## config.mk

```make
export PLATFORM = sky130hd
export DESIGN_NAME = fste_queue
export DESIGN_NICKNAME = d
export VERILOG_FILES = /design/src/hw/rtl/fste_pkg.sv /design/src/hw/rtl/fste_queue.sv
export SDC_FILE = /design/constraint.sdc
export NUM_CORES = 1
export LEC_CHECK = 0
export BUFFER_PORTS_ARGS = -buffer_cell sky130_fd_sc_hd__buf_2
export CORE_AREA = 2 2 106 108
export DETAILED_ROUTE_END_ITERATION = 8
export DIE_AREA = 0 0 108 110
export HOLD_SLACK_MARGIN = 0.12
export PLACE_DENSITY = 0.76
export SLEW_MARGIN = 30
export SYNTH_ARGS = -nofsm -noshare
export SYNTH_HDL_FRONTEND = slang
export SYNTH_SLANG_ARGS = --single-unit
```

## constraint.sdc

```tcl
create_clock -name clk -period 4.8 [get_ports clk]
set_clock_uncertainty 0.2 [all_clocks]
set_input_delay 0.72 -clock clk [delete_from_list [all_inputs] [get_ports clk]]
set_output_delay 0.72 -clock clk [all_outputs]
set_load 0.01 [all_outputs]
```

## src/hw/rtl/fste_pkg.sv

```systemverilog
// fste_pkg: shared types, codes and character constants of the text stack executor
// used by the front (lexer), the op queue and the back (stack unit)
package fste_pkg;

  // lexer mode between bytes
  typedef enum logic [1:0] {
    LEX_IDLE  = 2'd0,
    LEX_NUM   = 2'd1,
    LEX_WORD  = 2'd2,
    LEX_MINUS = 2'd3
  } lex_mode_t;

  // progress through the known words
  typedef enum logic [2:0] {
    WS_EMPTY   = 3'd0,
    WS_PLUS    = 3'd1,
    WS_DOT     = 3'd2,
    WS_D       = 3'd3,
    WS_DU      = 3'd4,
    WS_DUP     = 3'd5,
    WS_UNKNOWN = 3'd6
  } word_state_t;

  // word operation handed to the stack unit
  typedef enum logic [1:0] {
    OP_ADD     = 2'd0,
    OP_PRINT   = 2'd1,
    OP_DUP     = 2'd2,
    OP_UNKNOWN = 2'd3
  } word_op_t;

  // control part of one queue entry: an optional push, then an optional word
  typedef struct packed {
    logic     has_num;
    logic     num_neg;
    logic     has_word;
    word_op_t word;
  } op_entry_t;

  // result kinds and error codes
  localparam logic       RESULT_VALUE  = 1'b0;
  localparam logic       RESULT_ERROR  = 1'b1;
  localparam logic [1:0] ERR_UNDERFLOW = 2'd0;
  localparam logic [1:0] ERR_UNKNOWN   = 2'd1;
  localparam logic [1:0] ERR_OVERFLOW  = 2'd2;

  // op queue depth, a power of two
  localparam int QUEUE_DEPTH = 4;

  // characters
  localparam logic [7:0] CH_NUL   = 8'h00;
  localparam logic [7:0] CH_TAB   = 8'h09;
  localparam logic [7:0] CH_CR    = 8'h0D;
  localparam logic [7:0] CH_SPACE = 8'h20;
  localparam logic [7:0] CH_PLUS  = 8'h2B;
  localparam logic [7:0] CH_MINUS = 8'h2D;
  localparam logic [7:0] CH_DOT   = 8'h2E;
  localparam logic [7:0] CH_ZERO  = 8'h30;
  localparam logic [7:0] CH_NINE  = 8'h39;
  localparam logic [7:0] CH_D     = 8'h64;
  localparam logic [7:0] CH_P     = 8'h70;
  localparam logic [7:0] CH_U     = 8'h75;

  // advance the word matcher by one byte
  function automatic word_state_t word_next(input word_state_t ws, input logic [7:0] b);
    word_state_t r;
    r = WS_UNKNOWN;
    case (ws)
      WS_EMPTY: begin
        if (b == CH_PLUS) r = WS_PLUS;
        else if (b == CH_DOT) r = WS_DOT;
        else if (b == CH_D) r = WS_D;
      end
      WS_D:  if (b == CH_U) r = WS_DU;
      WS_DU: if (b == CH_P) r = WS_DUP;
      default: r = WS_UNKNOWN;
    endcase
    return r;
  endfunction

  // map a completed word to its operation
  function automatic word_op_t word_to_op(input word_state_t ws);
    word_op_t r;
    case (ws)
      WS_PLUS: r = OP_ADD;
      WS_DOT:  r = OP_PRINT;
      WS_DUP:  r = OP_DUP;
      default: r = OP_UNKNOWN;
    endcase
    return r;
  endfunction

endpackage

```

## src/hw/rtl/fste_queue.sv

```systemverilog
// fste_queue: short op queue between the lexer front and the stack back
// depends on fste_pkg for the entry type and depth
module fste_queue
  import fste_pkg::*;
#(
  parameter int VALUE_WIDTH = 32
) (
  input  logic                   clk,
  input  logic                   rst,
  input  logic                   push,
  input  op_entry_t              push_ctl,
  input  logic [VALUE_WIDTH-1:0] push_mag,
  output logic                   full,
  output logic                   not_empty,
  input  logic                   pop,
  output op_entry_t              head_ctl,
  output logic [VALUE_WIDTH-1:0] head_mag
);

  localparam int PW = $clog2(QUEUE_DEPTH);
  localparam int NW = $clog2(QUEUE_DEPTH + 1);

  op_entry_t              ctl [QUEUE_DEPTH];
  logic [VALUE_WIDTH-1:0] mag [QUEUE_DEPTH];
  logic [PW-1:0]          wr_ptr;
  logic [PW-1:0]          rd_ptr;
  logic [NW-1:0]          fill;

  assign full      = (fill == NW'(QUEUE_DEPTH));
  assign not_empty = (fill != '0);
  assign head_ctl  = ctl[rd_ptr];
  assign head_mag  = mag[rd_ptr];

  // entry storage
  always_ff @(posedge clk) begin
    if (push) begin
      ctl[wr_ptr] <= push_ctl;
      mag[wr_ptr] <= push_mag;
    end
  end

  // pointers and fill level
  always_ff @(posedge clk) begin
    if (rst) begin
      wr_ptr <= '0;
      rd_ptr <= '0;
      fill   <= '0;
    end else begin
      if (push) wr_ptr <= PW'(wr_ptr + 1'b1);
      if (pop)  rd_ptr <= PW'(rd_ptr + 1'b1);
      if (push && !pop) fill <= NW'(fill + 1'b1);
      else if (pop && !push) fill <= NW'(fill - 1'b1);
    end
  end

endmodule

```

==> flow_summary.json, run 1 <==
{
  "status": "finished, final reports clean",
  "required_ns": 3.88,
  "postCtsSetupRepairBufs": 0,
  "fin_util_pct": 64.32,
  "setup_viol": 0,
  "setup_tns_ns": 0,
  "grt_usage_pct": 17.00,
  "final_common_cell": "edfxtp_1",
  "via_per_inst": 5.474,
  "ant_nets": 0,
  "post-dp-hpwl_um": 5277,
  "worst_pin_slew_ns": 0.7560,
  "synth_cells": 237,
  "drt-total-wl_um": 9330,
  "max_freq_mhz": 286.2,
  "ys_seq_area_share_pct": 79.38,
  "clock_latency_ns": 0.52,
  "die_w_um": 108,
  "grt_first_pass_wirelength_um": 14190,
  "clk_pin_slew_ns": 0.07,
  "numClockSinks": 157,
  "ff_latch_area_um2": 4629,
  "drc": 0,
  "firstDrtPassIters": 4,
  "hold_viol_final": 0,
  "crit_path_cell_trace": "buf_4, mux4_1, buf_2",
  "clock_path_buffers": 2,
  "cts_buffers": 17,
  "synth_xor_area_share_pct": 0.7517,
  "crit_path_max_incr_delay_ns": 0.82,
  "multi_input_area_um2": 1101,
  "rsz0062_at_grt": "no",
  "maxCapViolCount": 0,
  "drive_gt1_share_pct": 43.24,
  "max_slew_margin_pct": 49.60,
  "yosys_register_bits": 157,
  "postCtsResizedCells": 0,
  "initial_core_util_pct": 54.46,
  "dr.first_iter.drc_count": 162,
  "fin_crit_sh_pct": 72.79,
  "p_leak_nw": 2.373,
  "die_area_um2": 11880,
  "critPathKind": "flop to output pin",
  "syn-num-nets": 284,
  "synth_fa_ha_area_share_pct": 1.418,
  "cts_root_buffer": "clkbuf_8",
  "num_io_pins": 80,
  "worstSetupEndpointType": "output pin",
  "area_growth_pct": 18.11,
  "design.core.area_um2": 10700,
  "wire_per_inst_um": 19.40,
  "arrival_ns": 2.57,
  "period_needed_ns": 3.494,
  "syn_avg_cell_area_um2": 24.58,
  "cts_tree": "done",
  "report.final.slew_viol_count": 0,
  "gp_congestion": 0.7039,
  "first_global_vias": 2671,
  "rows": 38,
  "cp-start-kind": "flop",
  "synth_compound_gate_area_share_pct": 0.1718,
  "synthesis.area_um2": 5826,
  "ys_warn_count": 0,
  "synth_cell_types": 22,
  "vias": 2633,
  "critPathBufInv": 2,
  "slowest_stage": "dfxtp_2",
  "cts_hold_buffers": 0,
  "worstPathMaxFanout": 23,
  "h-tree-depth": 4,
  "reg2reg_setup_slack_ns": 3.12,
  "mostFrequentLayoutCells": "edfxtp_1 (148), buf_2 (79), mux4_2 (30), clkbuf_16 (16)",
  "synthMuxAreaShare_pct": 15.10,
  "nets": 374,
  "power.density_nw_per_um2": 452.0,
  "path_delay_family": "flip-flops",
  "die-height_um": 110,
  "synth_top_family_by_area": "multiplexers",
  "portBuffers": 79,
  "max-vdd-ir-drop_uv": 247.5,
  "grt_max_degree": 38,
  "synth-simple-area-share_pct": 1.289,
  "fillCellCount": 730,
  "gr-total-overflow": 0,
  "antenna_found_initial": 2,
  "hp-class": "primary input to flop"
}
==> area by class of cell <==
cell class,instances,area share (%)
Timing Repair Buffer,80,5.856
Antenna cell,1,0.03637
Inverter,4,0.2182
Clock buffer,17,6.019
Multi-Input combinational cell,67,16.00
Sequential cell,157,67.28
Tap cell,140,2.546
Clock inverter,15,2.037
==> routing by layer <==
| metal | global-route usage (%) | wire length [um] | up-vias |
|---|---|---|---|
| li1 | - | - | 1174 |
| met1 | 21.14 | 3931 | 1362 |
| met2 | 27.54 | 4660 | 77 |
| met3 | 5.115 | 531 | 18 |
| met4 | 8.516 | 196 | 2 |
| met5 | 0 | 11 | - |
==> stage by stage <==
| step | total power [mW] | instance area [um^2] | setup slack [ns] | cells | hold WS, ns |
|---|---|---|---|---|---|
| 2_1_floorplan | 1.804 | 5826 | 2.578 | 237 | 0.2614 |
| 3_3_place_gp | 1.902 | 6316 | 1.766 | 448 | 0.2773 |
| 3_5_place_dp | 1.910 | 6321 | 1.780 | 448 | 0.2886 |
| 4_1_cts | 3.138 | 6875 | 1.206 | 480 | 0.1811 |
| 5_1_grt | 3.219 | 6880 | 1.100 | 481 | 0.1879 |
| 6_report | 3.110 | 6880 | 1.306 | 481 | 0.2049 |
==> kinds of logic (layout without fill, tap and decap cells) <==
group	count (synthesis)	count (layout)
adders and majority gates	6	6
xor gates and xnor gates	5	5
buffers and inverters	13	116
AOI/OAI and AO/OA	2	2
DFF	157	157
and+or+nand+nor	15	15
other	0	1
muxes	39	39
==> worst register-to-register path, delay by kind of cell, from the launching register on <==
| kind | cells | cell delay [ns] |
|---|---|---|
| buffers and inverters | 1 | 0.09 |
| adder cells (fa/ha/maj) | 1 | 0.14 |
| AND/OR/NAND/NOR | 1 | 0.52 |
| flip-flops | 1 | 0.35 |
==> sequential cells by signal, summed over array words and instances, names as in the netlist, named ones only <==
| name | count |
|---|---|
| ctl | 20 |
| fill | 3 |
| mag | 128 |
| rd_ptr | 2 |
| wr_ptr | 2 |
==> Yosys cell counts <==
library cell	instances	area (um^2)
mux4_2	30	675.7
xor2_1	3	26.28
o21ai_0	1	5.000
nor2_1	7	26.28
clkbuf_1	1	3.750
fa_1	1	20.02
a21oi_1	1	5.000
buf_2	3	15.01
nand2_1	1	3.750
and2_1	4	25.02
mux2i_1	2	20.02
buf_12	3	60.06
nor3b_1	1	7.510
clkbuf_2	1	5.000
inv_1	4	15.01
edfxtp_1	148	4444
mux4_1	7	183.9
dfxtp_1	9	180.2
buf_6	1	11.26
ha_1	5	62.56
xnor2_1	2	17.52
or3_1	2	12.51
==> power by group <==
group / switching (mW) / internal (mW) / leakage (nW) / total (mW)
Clock: 0.541 / 0.694 / 0.263 / 1.24
Sequential: 0.0390 / 1.57 / 1.43 / 1.61
Combinational: 0.133 / 0.132 / 0.675 / 0.265
Total: 0.713 / 2.40 / 2.37 / 3.11
==> final timing paths <==
kind | startpoint | endpoint | cells past startpoint
hold reg to reg | fill[2] | fill[2] | 2
setup reg to reg | wr_ptr[0] | mag[0][10] | 3
hold / removal | push_ctl[4] | ctl[2][4] | 1
setup / recovery | flop | head_ctl[4] | 3
Power figures use the tool's default switching activity.
==> inputs of run 2 (changes only) <==
- CORE_AREA: 2 2 106 108 -> 2 2 110 112
- DIE_AREA: 0 0 108 110 -> 0 0 112 114
- PLACE_DENSITY: 0.76 -> 0.74
- clock period: 4.8 -> 3.2 ns (I/O delays scaled with it)
==> flow_summary.json, run 2 (synthesis gave the netlist of run 1 again) <==
{
  "gp_congestion": 0.6973,
  "drive_gt1_share_pct": 39.01,
  "num_io_pins": 80,
  "h-tree-depth": 4,
  "final_common_cell": "edfxtp_1",
  "drc": 0,
  "power.density_nw_per_um2": 641.5,
  "grt_usage_pct": 16.40,
  "diodes": 0,
  "dr.first_iter.drc_count": 148,
  "wire_per_inst_um": 18.29,
  "vias": 2785,
  "p_sw_share_pct": 21.24,
  "rsz0062_at_grt": "no",
  "cts_buffers": 17,
  "gr-total-overflow": 0,
  "seqPwrFrac_pct": 51.0,
  "maxCapViolCount": 0,
  "grt_max_degree": 31,
  "reg_top3": "mag: 128 flops, ctl: 20 flops, fill: 3 flops",
  "p_sw_mw": 1.000,
  "worstPathMaxFanout": 27,
  "setup_viol": 0,
  "largest-register": "mag",
  "hp-class": "primary input to flop",
  "firstDrtPassIters": 4,
  "via_per_inst": 5.265,
  "max-vdd-ir-drop_uv": 337.2,
  "arrival_ns": 2.05,
  "worstSetupEndpointType": "output pin",
  "area_growth_pct": 25.99,
  "p_comb_share_pct": 9.9,
  "mostFrequentLayoutCells": "edfxtp_1 (148), buf_2 (79), dlygate4sd3_1 (37), mux4_2 (30), clkbuf_16 (17)",
  "critPathKind": "flop to output pin",
  "numClockSinks": 157,
  "status": "finished, final reports clean",
  "design.core.area_um2": 11710,
  "worst_pin_slew_ns": 0.5358,
  "drt-total-wl_um": 9673,
  "rows": 40,
  "report.final.slew_viol_count": 0,
  "cp-start-kind": "flop",
  "p_int_mw": 3.708,
  "die_w_um": 112,
  "ant_nets": 0,
  "postCtsSetupRepairBufs": 0,
  "clock_path_buffers": 2,
  "fin_util_pct": 62.67,
  "initial_core_util_pct": 49.74,
  "die-height_um": 114,
  "cts_root_buffer": "clkbuf_16",
  "post-dp-hpwl_um": 5729,
  "required_ns": 2.52,
  "p_leak_nw": 2.553,
  "cts_tree": "done",
  "clock_power_share_pct": 39.1,
  "clk_pin_slew_ns": 0.06,
  "first_global_vias": 2946,
  "setup_tns_ns": 0,
  "fin_crit_sh_pct": 85.21,
  "antenna_found_initial": 0,
  "clock_latency_ns": 0.41,
  "die_area_um2": 12770,
  "portBuffers": 79,
  "max_freq_mhz": 366.7,
  "grt_first_pass_wirelength_um": 15290,
  "nets": 416,
  "period_needed_ns": 2.727,
  "max_slew_margin_pct": 64.28,
  "largest_reg_flops": 128,
  "hold_viol_final": 0
}
==> run 2: worst max-delay path, cell delays in order, from the launching register on <==
cell and delay (ns):
dfxtp_2 0.57, buf_12 0.29, mux4_1 0.59, buf_2 0.16
==> run 2: path summary, 6_finish.rpt <==
kind	startpoint	endpoint	slack, ns	cells after the start
max reg2reg	wr_ptr[0]	mag[3][21]	1.26	3
min	rst	fill[2]	0.13	2
min reg2reg	fill[2]	fill[2]	0.31	2
max	flop	head_mag[31]	0.47	3
==> run 2: area by class of cell <==
cell class,count,area (um^2)
flip-flops and latches,157,4627
fillers,850,4372
multi-input cells,67,1096
repair buffers,122,860.8
clock buffers,23,467.9
well taps,147,183.9
clock inverters,9,88.84
inverters,4,15.01
==> run 2: timing repair <==
item	4_1_cts	5_1_grt
hold buffers	37	0
gates resized for setup	0	0
hold endpoints to repair	148	0
endpoints found under the setup margin	0	0
==> run 2: per-stage QoR <==
step | hold WS [ns] | std cells | cell area [um^2] | total power, mW | worst slack, ns
2_1_floorplan | 0.2614 | 237 | 5826 | 2.707 | 1.159
3_3_place_gp | 0.2734 | 460 | 6412 | 2.869 | 0.8696
3_5_place_dp | 0.2954 | 460 | 6412 | 2.885 | 0.8656
4_1_cts | 0.1202 | 529 | 7340 | 4.762 | 0.4167
5_1_grt | 0.1310 | 529 | 7340 | 4.892 | 0.3343
6_report | 0.1349 | 529 | 7340 | 4.708 | 0.4732
==> run 2: power groups by stage <==
stage                     Clock (mW)  Combinational [mW]  Sequential, mW
after floorplan                    0               0.285            2.42
after global placement             0               0.429            2.44
after detailed placement           0               0.438            2.45
after CTS                       1.88               0.476            2.40
after global routing            1.97               0.508            2.41
final                           1.84               0.467            2.40
==> run 2: layer usage <==
metal / GRT usage [%] / wire (um) / vias to the layer above
met2: 27.84 / 5117 / 78
met4: 7.805 / 133 / 0
li1: - / - / 1259
met1: 19.16 / 3893 / 1435
met5: 0 / 0 / -
met3: 5.313 / 529 / 13
