File: src/hw/rtl/fste_pkg.sv
// fste_pkg: shared types, codes and character constants of the text stack executor
// used by the front (lexer), the op queue and the back (stack unit)
package fste_pkg;

  // lexer mode between bytes
  typedef enum logic [1:0] {
    LEX_IDLE  = 2'd0,
    LEX_NUM   = 2'd1,
    LEX_WORD  = 2'd2,
    LEX_MINUS = 2'd3
  } lex_mode_t;

  // progress through the known words
  typedef enum logic [2:0] {
    WS_EMPTY   = 3'd0,
    WS_PLUS    = 3'd1,
    WS_DOT     = 3'd2,
    WS_D       = 3'd3,
    WS_DU      = 3'd4,
    WS_DUP     = 3'd5,
    WS_UNKNOWN = 3'd6
  } word_state_t;

  // word operation handed to the stack unit
  typedef enum logic [1:0] {
    OP_ADD     = 2'd0,
    OP_PRINT   = 2'd1,
    OP_DUP     = 2'd2,
    OP_UNKNOWN = 2'd3
  } word_op_t;

  // control part of one queue entry: an optional push, then an optional word
  typedef struct packed {
    logic     has_num;
    logic     num_neg;
    logic     has_word;
    word_op_t word;
  } op_entry_t;

  // result kinds and error codes
  localparam logic       RESULT_VALUE  = 1'b0;
  localparam logic       RESULT_ERROR  = 1'b1;
  localparam logic [1:0] ERR_UNDERFLOW = 2'd0;
  localparam logic [1:0] ERR_UNKNOWN   = 2'd1;
  localparam logic [1:0] ERR_OVERFLOW  = 2'd2;

  // op queue depth, a power of two
  localparam int QUEUE_DEPTH = 4;

  // characters
  localparam logic [7:0] CH_NUL   = 8'h00;
  localparam logic [7:0] CH_TAB   = 8'h09;
  localparam logic [7:0] CH_CR    = 8'h0D;
  localparam logic [7:0] CH_SPACE = 8'h20;
  localparam logic [7:0] CH_PLUS  = 8'h2B;
  localparam logic [7:0] CH_MINUS = 8'h2D;
  localparam logic [7:0] CH_DOT   = 8'h2E;
  localparam logic [7:0] CH_ZERO  = 8'h30;
  localparam logic [7:0] CH_NINE  = 8'h39;
  localparam logic [7:0] CH_D     = 8'h64;
  localparam logic [7:0] CH_P     = 8'h70;
  localparam logic [7:0] CH_U     = 8'h75;

  // advance the word matcher by one byte
  function automatic word_state_t word_next(input word_state_t ws, input logic [7:0] b);
    word_state_t r;
    r = WS_UNKNOWN;
    case (ws)
      WS_EMPTY: begin
        if (b == CH_PLUS) r = WS_PLUS;
        else if (b == CH_DOT) r = WS_DOT;
        else if (b == CH_D) r = WS_D;
      end
      WS_D:  if (b == CH_U) r = WS_DU;
      WS_DU: if (b == CH_P) r = WS_DUP;
      default: r = WS_UNKNOWN;
    endcase
    return r;
  endfunction

  // map a completed word to its operation
  function automatic word_op_t word_to_op(input word_state_t ws);
    word_op_t r;
    case (ws)
      WS_PLUS: r = OP_ADD;
      WS_DOT:  r = OP_PRINT;
      WS_DUP:  r = OP_DUP;
      default: r = OP_UNKNOWN;
    endcase
    return r;
  endfunction

endpackage

File: src/hw/rtl/fste_front.sv
// fste_front: lexer that turns program bytes into push and word operations
// depends on fste_pkg for lexer states, word codes and characters
module fste_front
  import fste_pkg::*;
#(
  parameter int VALUE_WIDTH = 32
) (
  input  logic                   clk,
  input  logic                   rst,
  input  logic                   in_valid,
  output logic                   in_stall,
  input  logic [7:0]             text_byte,
  input  logic                   last_byte,
  input  logic                   q_full,
  output logic                   q_push,
  output op_entry_t              q_ctl,
  output logic [VALUE_WIDTH-1:0] q_mag
);

  lex_mode_t              mode, mode_next;
  word_state_t            ws, ws_next;
  logic [VALUE_WIDTH-1:0] acc, acc_next;
  logic                   neg, neg_next;

  logic                   accept;
  logic                   is_digit;
  logic                   is_delim;
  logic [VALUE_WIDTH-1:0] digit_val;
  logic [VALUE_WIDTH-1:0] acc_step;

  assign in_stall = q_full;
  assign accept   = in_valid && !q_full;

  // byte classes
  assign is_digit  = (text_byte >= CH_ZERO) && (text_byte <= CH_NINE);
  assign is_delim  = (text_byte == CH_NUL) || (text_byte == CH_SPACE) ||
                     ((text_byte >= CH_TAB) && (text_byte <= CH_CR));
  assign digit_val = VALUE_WIDTH'(text_byte[3:0]);
  // decimal step: times ten as two shifts, plus the new digit
  assign acc_step  = (acc << 3) + (acc << 1) + digit_val;

  // lexer state registers
  always_ff @(posedge clk) begin
    if (rst) begin
      mode <= LEX_IDLE;
      ws   <= WS_EMPTY;
      acc  <= '0;
      neg  <= 1'b0;
    end else if (accept) begin
      mode <= mode_next;
      ws   <= ws_next;
      acc  <= acc_next;
      neg  <= neg_next;
    end
  end

  // next lexer state and the operations this byte causes
  always_comb begin
    mode_next = mode;
    ws_next   = ws;
    acc_next  = acc;
    neg_next  = neg;
    q_ctl     = '{has_num: 1'b0, num_neg: 1'b0, has_word: 1'b0, word: OP_UNKNOWN};
    q_mag     = acc;

    // continue or close the pending token
    unique case (mode)
      LEX_NUM: begin
        if (is_digit) begin
          acc_next = acc_step;
        end else begin
          q_ctl.has_num = 1'b1;
          q_ctl.num_neg = neg;
          q_mag         = acc;
          mode_next     = LEX_IDLE;
          acc_next      = '0;
          neg_next      = 1'b0;
        end
      end
      LEX_MINUS: begin
        if (is_digit) begin
          mode_next = LEX_NUM;
          neg_next  = 1'b1;
          acc_next  = digit_val;
        end else begin
          mode_next = LEX_WORD;
          ws_next   = WS_UNKNOWN;
          if (is_delim) begin
            q_ctl.has_word = 1'b1;
            q_ctl.word     = OP_UNKNOWN;
            mode_next      = LEX_IDLE;
            ws_next        = WS_EMPTY;
          end
        end
      end
      LEX_WORD: begin
        if (is_delim) begin
          q_ctl.has_word = 1'b1;
          q_ctl.word     = word_to_op(ws);
          mode_next      = LEX_IDLE;
          ws_next        = WS_EMPTY;
        end else begin
          ws_next = word_next(ws, text_byte);
        end
      end
      LEX_IDLE: begin
      end
    endcase

    // start a new token
    if (mode_next == LEX_IDLE && !is_delim) begin
      if (is_digit) begin
        mode_next = LEX_NUM;
        neg_next  = 1'b0;
        acc_next  = digit_val;
      end else if (text_byte == CH_MINUS) begin
        mode_next = LEX_MINUS;
      end else begin
        mode_next = LEX_WORD;
        ws_next   = word_next(WS_EMPTY, text_byte);
      end
    end

    // final byte closes whatever token is still open
    if (last_byte) begin
      unique case (mode_next)
        LEX_NUM: begin
          q_ctl.has_num = 1'b1;
          q_ctl.num_neg = neg_next;
          q_mag         = acc_next;
          mode_next     = LEX_IDLE;
          acc_next      = '0;
          neg_next      = 1'b0;
        end
        LEX_MINUS: begin
          q_ctl.has_word = 1'b1;
          q_ctl.word     = OP_UNKNOWN;
          mode_next      = LEX_IDLE;
          ws_next        = WS_EMPTY;
        end
        LEX_WORD: begin
          q_ctl.has_word = 1'b1;
          q_ctl.word     = word_to_op(ws_next);
          mode_next      = LEX_IDLE;
          ws_next        = WS_EMPTY;
        end
        LEX_IDLE: begin
        end
      endcase
    end

    q_push = accept && (q_ctl.has_num || q_ctl.has_word);
  end

endmodule

File: config.mk
export PLATFORM = sky130hd
export DESIGN_NAME = fste_front
export DESIGN_NICKNAME = d
export VERILOG_FILES = /design/src/hw/rtl/fste_pkg.sv /design/src/hw/rtl/fste_front.sv
export SDC_FILE = /design/constraint.sdc
export NUM_CORES = 1
export LEC_CHECK = 0
export BUFFER_PORTS_ARGS = -buffer_cell sky130_fd_sc_hd__clkbuf_2
export CORE_MARGIN = 2
export CORE_UTILIZATION = 65
export DETAILED_ROUTE_END_ITERATION = 16
export PLACE_DENSITY = 0.91
export SLEW_MARGIN = 20
export SYNTH_ARGS = -nofsm -noshare
export SYNTH_HDL_FRONTEND = slang
export SYNTH_SLANG_ARGS = --single-unit
File: constraint.sdc
create_clock -name clk -period 7.6 [get_ports clk]
set_input_delay 0.38 -clock clk [delete_from_list [all_inputs] [get_ports clk]]
set_output_delay 0.38 -clock clk [all_outputs]
set_load 0.03 [all_outputs]
==> results of run 1 <==
==> through the flow <==
step	instances	worst slack (ps)	util (%)	power [uW]	hold slack, ps
2_1_floorplan	590	3985	-	241.6	426.8
4_1_cts	697	3625	70.84	408.3	465.3
6_report	698	3594	71.25	410.2	465.2
5_1_grt	698	3389	71.25	423.5	487.2
3_5_place_dp	689	3791	69.42	255.9	452.9
3_3_place_gp	689	3898	69.42	254.2	436.0
==> synth_stat cells (all sizes together), types with 2 or more instances <==
master  count  area share [%]
o211ai      4            0.68
o311ai      2            0.56
nor4b       3            0.59
mux2        2            0.51
a21o        8             1.4
a22o       16             3.2
ha         58              16
a211oi      3            0.51
and3        4            0.56
nor2       46             4.0
nand4      10             1.5
mux2i       5             1.1
a221oi      2            0.53
o21bai      2            0.59
fa          2            0.90
a21oi      55             6.3
nor3b       2            0.34
nand2b     15             2.4
a22oi      12             2.0
nand2      75             6.3
inv        12             1.0
buf        13             1.7
nor3       11             1.2
o31ai       7             1.2
dfxtp      38              17
nand3b      5            0.84
nor4        6             1.5
a222oi      2            0.45
and4        2            0.39
o21a        6             1.0
o21ai      60             7.0
nand3      15             1.7
a32oi       2            0.39
nor2b      13             2.0
xnor2      16             3.2
a31oi       7             1.7
clkbuf     21             1.8
xor2       13             2.6
or3         2            0.28
==> sequential cells by signal (all words and copies together) (netlist names) <==
signal  count
ws          3
neg         1
acc        32
mode        2
==> layer usage <==
layer  up-vias  part of all wire (%)  routed length (um)
met5         -                     0                   0
met4         0                   2.1                 259
met3        34                   8.2                1011
met2       240                    47                5837
met1      2161                    42                5236
li1       2234                     -                   -
==> worst paths after layout <==
| check | startpoint | end | slack, ps | depth (start not counted) |
|---|---|---|---|---|
| hold reg to reg | acc[31] | acc[31] | 470 | 2 |
| setup / recovery | acc[0] | q_mag[31] | 3590 | 13 |
| setup reg to reg | acc[0] | acc[24] | 4390 | 11 |
| hold / removal | acc[31] | acc[31] | 470 | 2 |
==> layout make-up <==
cell class / count / area share [%]
Clock inverter: 2 / 0.2614
Clock buffer: 6 / 1.725
Inverter: 12 / 0.9409
Sequential cell: 38 / 15.89
Multi-Input combinational cell: 506 / 72.87
Tap cell: 80 / 2.091
Timing Repair Buffer: 54 / 6.221
==> where the power goes <==
part | internal [uW] | total, uW | switching [uW]
sequential | 200 | 203 | 3.19
combinational | 15.7 | 50.0 | 34.2
clock | 73.2 | 157 | 83.9
==> logic make-up after synthesis <==
| family | share of synthesized area [%] |
|---|---|
| mux | 1.632 |
| fa+ha+maj | 17.22 |
| compound gates | 29.85 |
| xor+xnor | 5.710 |
| flops | 17.10 |
| buf+inv | 4.472 |
| simple gates | 24.02 |
==> worst register-to-register path: stages (launching register included) <==
cell      delay (ps)
dfxtp_1          400
inv_1            100
fa_1             510
fa_1             460
nand2b_1         180
a21oi_1          140
a211o_2          170
a31oi_4          130
o311ai_2         460
a31oi_1          180
xnor2_1          170
a22o_1           210
==> results.json, run 1 <==
{
  "status": "completed",
  "grt_max_degree": 55,
  "start_kind": "flip-flop",
  "clockBufferDepth": 2,
  "clockRootBuffer": "clkbuf_8",
  "start_util_pct": 66.20,
  "overflow": 0,
  "cts_buffers": 5,
  "final.min_clock_period_ps": 4006,
  "critPathSlowestCell": "fa_1",
  "fp.dieArea_um2": 7521,
  "worst-slew-pin-transition_ps": 1025,
  "synth-seq-cells": 38,
  "dieWidth_um": 86.73,
  "leakage_uw": 0.002160,
  "max-slew-margin-rel_pct": 31.53,
  "rsz0062_at_grt": "false",
  "place_area_um2": 4664,
  "cp.buffers_inverters": 3,
  "cts_tree": "built",
  "final_common_cell": "nand2_1",
  "slew_viol_final": 0,
  "ys_types": 70,
  "grtUsageMet3_pct": 4.286,
  "final_nets": 690,
  "dr.pass1.iters": 5,
  "maxCapViolations": 0,
  "avgSynthCellArea_um2": 7.539,
  "hold_viol_final": 0,
  "pin_count": 52,
  "area_delta_synth_final_pct": 7.623,
  "hold_class": "flip-flop to flip-flop",
  "insertion_delay_ps": 300,
  "dp_hpwl_um": 9101,
  "final_cell_mix": "75 x nand2_1, 58 x ha_1, 54 x a21oi_1",
  "dr_total_vias": 4669,
  "grtUsageMet2_pct": 55.52,
  "dieHeight_um": 86.73,
  "required_ps": 7220,
  "post_cts_buffers": 0,
  "design_area_um2": 4787,
  "finClkSkew_ps": 15.69,
  "rows": 30,
  "crit_path_end_kind": "primary output",
  "multi_input_area_um2": 3488,
  "synthFlopType": "dfxtp_1",
  "antenna_found_initial": 0,
  "layout-drive-gt1-share_pct": 14.24,
  "crit_chain": "inv_1, fa_1, inv_1, ha_1, a21oi_1, o21ai_2, a31oi_4, o31ai_1, o21a_1, a221oi_2, xnor2_1, o21ai_1, clkbuf_2",
  "ctsHoldBuffers": 0,
  "grt_pass1_vias": 4279,
  "io_buffers": 51,
  "yosys_warnings": 0,
  "finalSetupViolCount": 0,
  "cp_common_cell": "inv_1",
  "syn_inst": 590,
  "top_usage_layer": "met2",
  "vdd_drop_max_mv": 0.05691,
  "synth_edf_count": 0,
  "path_max_fanout": 4,
  "postSynth.asyncResetShare_pct": 0,
  "p_per_area_nw_per_um2": 85.68,
  "path_clk_slew_ps": 90,
  "grt_pass1_wl_um": 20010,
  "fmax_mhz": 249.6,
  "synth_area_um2": 4448,
  "gp_congestion": 0.9765,
  "finalCritPeriodShare_pct": 52.72,
  "route.antenna.remaining_nets": 0,
  "cp.arrival_ps": 3630,
  "cts-htree-levels": 2,
  "routed_wl_um": 12340,
  "cp_slowest_stage_delay_ps": 570,
  "fillers": 547,
  "core-area_um2": 6719,
  "drc": 0,
  "viasPerCell": 6.689,
  "syn_nets": 663,
  "routedWlPerCell_um": 17.68,
  "cts_sinks": 38,
  "track_usage_pct": 32.61,
  "seq_area_um2": 760.7,
  "path_delay_family": "compound AO/OA/AOI/OAI gates",
  "drtIter0Drc": 335,
  "n_antenna_cell": 0,
  "grtUsageMet1_pct": 43.31,
  "crit_type": "flip-flop to primary output",
  "yosysSeqAreaShare_pct": 17.10,
  "finalSetupTns_ps": 0,
  "ctsResizeCount": 0
}
(Power assumes the default switching activity.)
==> inputs of run 2 (changes only) <==
ABC_AREA = 1   (was default)
CORE_UTILIZATION = 56   (was 65)
PLACE_DENSITY = 0.82   (was 0.91)
clock period = 3.6 ns   (was 7.6 ns; I/O delays follow)
==> run 2 against run 1 <==
Effect of this change:
- sequential cell count unchanged
- first-iteration DRC count up 66%
- routed wire length up 32%
- design area up 22%
- synthesized cell count up 69%
- total power up 130%
- via count up 36%
- cell count up 67%
- sequential power up 110%
- critical path depth up 2
- critical path type unchanged
- largest power group unchanged
==> results.json, run 2 <==
{
  "power_uw": 928.6,
  "cts_tree": "built",
  "hold_slack_ps": 253.5,
  "fp.dieArea_um2": 10520,
  "dpl_worst_slack_ps": 633.8,
  "finalSetupViolCount": 0,
  "pin_count": 52,
  "synth_top_area_share_pct": 25.60,
  "gp_congestion": 0.9952,
  "route.antenna.remaining_nets": 0,
  "clockRootBuffer": "clkbuf_8",
  "regMostFlops": "acc",
  "core-area_um2": 9328,
  "overflow": 0,
  "cts_sinks": 38,
  "drc": 0,
  "ctsResizeCount": 0,
  "vdd_drop_max_mv": 0.1968,
  "ctsHoldBuffers": 0,
  "synth.most_common_cell": "nand2_1",
  "worst_slack_ps": 245.2,
  "final_cell_mix": "371 x nand2_1, 141 x inv_1, 94 x nand3_1",
  "final.min_clock_period_ps": 3355,
  "rsz0062_at_grt": "false",
  "largestRegisters": "acc x32, ws x3, mode x2",
  "synth.largest_area_cell": "nand2_1",
  "antenna_found_initial": 0,
  "routed_wl_um": 16240,
  "rows": 35,
  "dieWidth_um": 102.6,
  "viasPerCell": 5.470,
  "syn_inst": 997,
  "syn_nets": 1070,
  "dp_hpwl_um": 12380,
  "yosysSeqAreaShare_pct": 13.98,
  "leakage_uw": 0.003233,
  "yosys-top-cells-area": "nand2_1 26%, dfxtp_1 14%, ha_1 13%",
  "cts_buffers": 5,
  "cts-htree-levels": 2,
  "fmax_mhz": 298.1,
  "synth-seq-cells": 38,
  "finalSetupTns_ps": 0,
  "avgSynthCellArea_um2": 5.457,
  "synth_edf_count": 0,
  "crit_type": "flip-flop to primary output",
  "slew_viol_final": 0,
  "finClkSkew_ps": 7.982,
  "clockBufferDepth": 2,
  "track_usage_pct": 32.42,
  "worst-slew-pin-transition_ps": 958.3,
  "ys_types": 37,
  "dr.pass1.iters": 6,
  "final_nets": 1106,
  "grt_pass1_wl_um": 27150,
  "start_kind": "flip-flop",
  "status": "completed",
  "path_max_fanout": 5,
  "p_per_area_nw_per_um2": 158.7,
  "holdCritStartpoint": "last_byte",
  "crit_path_end_kind": "primary output",
  "dieHeight_um": 102.6,
  "finalCritPeriodShare_pct": 93.19,
  "largest_reg_flops": 32,
  "startpoint": "acc[2]",
  "yosys_warnings": 0,
  "maxCapViolations": 0,
  "area_delta_synth_final_pct": 7.567,
  "postSynth.asyncResetShare_pct": 0,
  "post_cts_buffers": 0,
  "final_common_cell": "nand2_1",
  "path_clk_slew_ps": 90,
  "rr_startpoint": "acc[2]",
  "grt_max_degree": 39,
  "routedWlPerCell_um": 13.96,
  "hold_class": "input pin to flip-flop",
  "cp.arrival_ps": 3170,
  "start_util_pct": 58.32,
  "drtIter0Drc": 556,
  "io_buffers": 51,
  "dr_total_vias": 6362,
  "synth_area_um2": 5440,
  "max-slew-margin-rel_pct": 36.11,
  "hold_viol_final": 0,
  "layout-drive-gt1-share_pct": 8.801,
  "netlist_top_cells_count": "371 x nand2_1, 141 x inv_1, 94 x nand3_1, 90 x nor2_1, 61 x a21oi_1",
  "required_ps": 3420,
  "n_antenna_cell": 0,
  "grt_pass1_vias": 5656,
  "synthFlopType": "dfxtp_1",
  "insertion_delay_ps": 310
}
-- run 2: changes by cell type after synthesis, moves of 14 or more --
cell     delta
a22o_1     -16
xnor2_1    -14
nand3_1    +79
nand2_1   +296
inv_1     +130
nor2_1     +46
-- run 2: routing by layer --
| metal | GRT usage [%] | up-vias | wire, um |
|---|---|---|---|
| li1 | - | 3235 | - |
| met1 | 45.56 | 2798 | 7344 |
| met2 | 52.59 | 293 | 7188 |
| met3 | 4.000 | 36 | 1394 |
| met4 | 8.718 | 0 | 313 |
| met5 | 0 | - | 0 |
-- run 2: area by class of cell --
type,instances,area [um^2]
Tap cell,129,161.4
Clock buffer,5,68.82
Inverter,150,570.5
Timing Repair Buffer,56,292.8
Fill cell,922,3476
Clock inverter,3,45.04
Sequential cell,38,760.7
Multi-Input combinational cell,782,3953
-- run 2: path summary, 6_finish.rpt --
path         cells after the start  slack (ps)         to
max                             15         250  q_mag[22]
min reg2reg                      2         490      ws[1]
min                              4         250    mode[0]
max reg2reg                     15         800     acc[9]
-- run 2: logic make-up (layout without fill, tap and decap cells) --
family / Yosys count / count (layout) / synth area share [%]
AOI/OAI and AO/OA: 125 / 125 / 12.21
xor gates and xnor gates: 5 / 5 / 0.8051
adders and majority gates: 60 / 60 / 14.08
buffers and inverters: 177 / 214 / 13.36
DFF: 38 / 38 / 13.98
and+or+nand+nor: 592 / 592 / 45.56
-- run 2: where the power goes --
part | switching [uW] | leakage (uW) | internal, uW
Sequential | 4.11 | 0.000306 | 422
Clock | 190 | 0.0000504 | 207
Combinational | 78.4 | 0.00288 | 27.2
Total | 273 | 0.00323 | 656
-- run 2: worst max-delay path, stage by stage, from the launching register on --
cell and delay, ps:
dfxtp_1 410, inv_1 80, fa_1 500, fa_1 490
inv_1 90, nand3_1 60, nand3_1 160, nand2_1 80
nand3_1 160, nand2_1 110, nand3_1 90, nand3_1 70
o21ai_0 130, nand3_1 100, o21ai_0 100, clkbuf_2 230
-- run 2: through the flow --
stage	area (um^2)	std cells	utilization, %
floorplan	5440	997	-
global placement	5738	1155	61.52
detailed placement	5738	1155	61.52
CTS	5852	1163	62.74
global route	5852	1163	62.74
finish	5852	1163	62.74
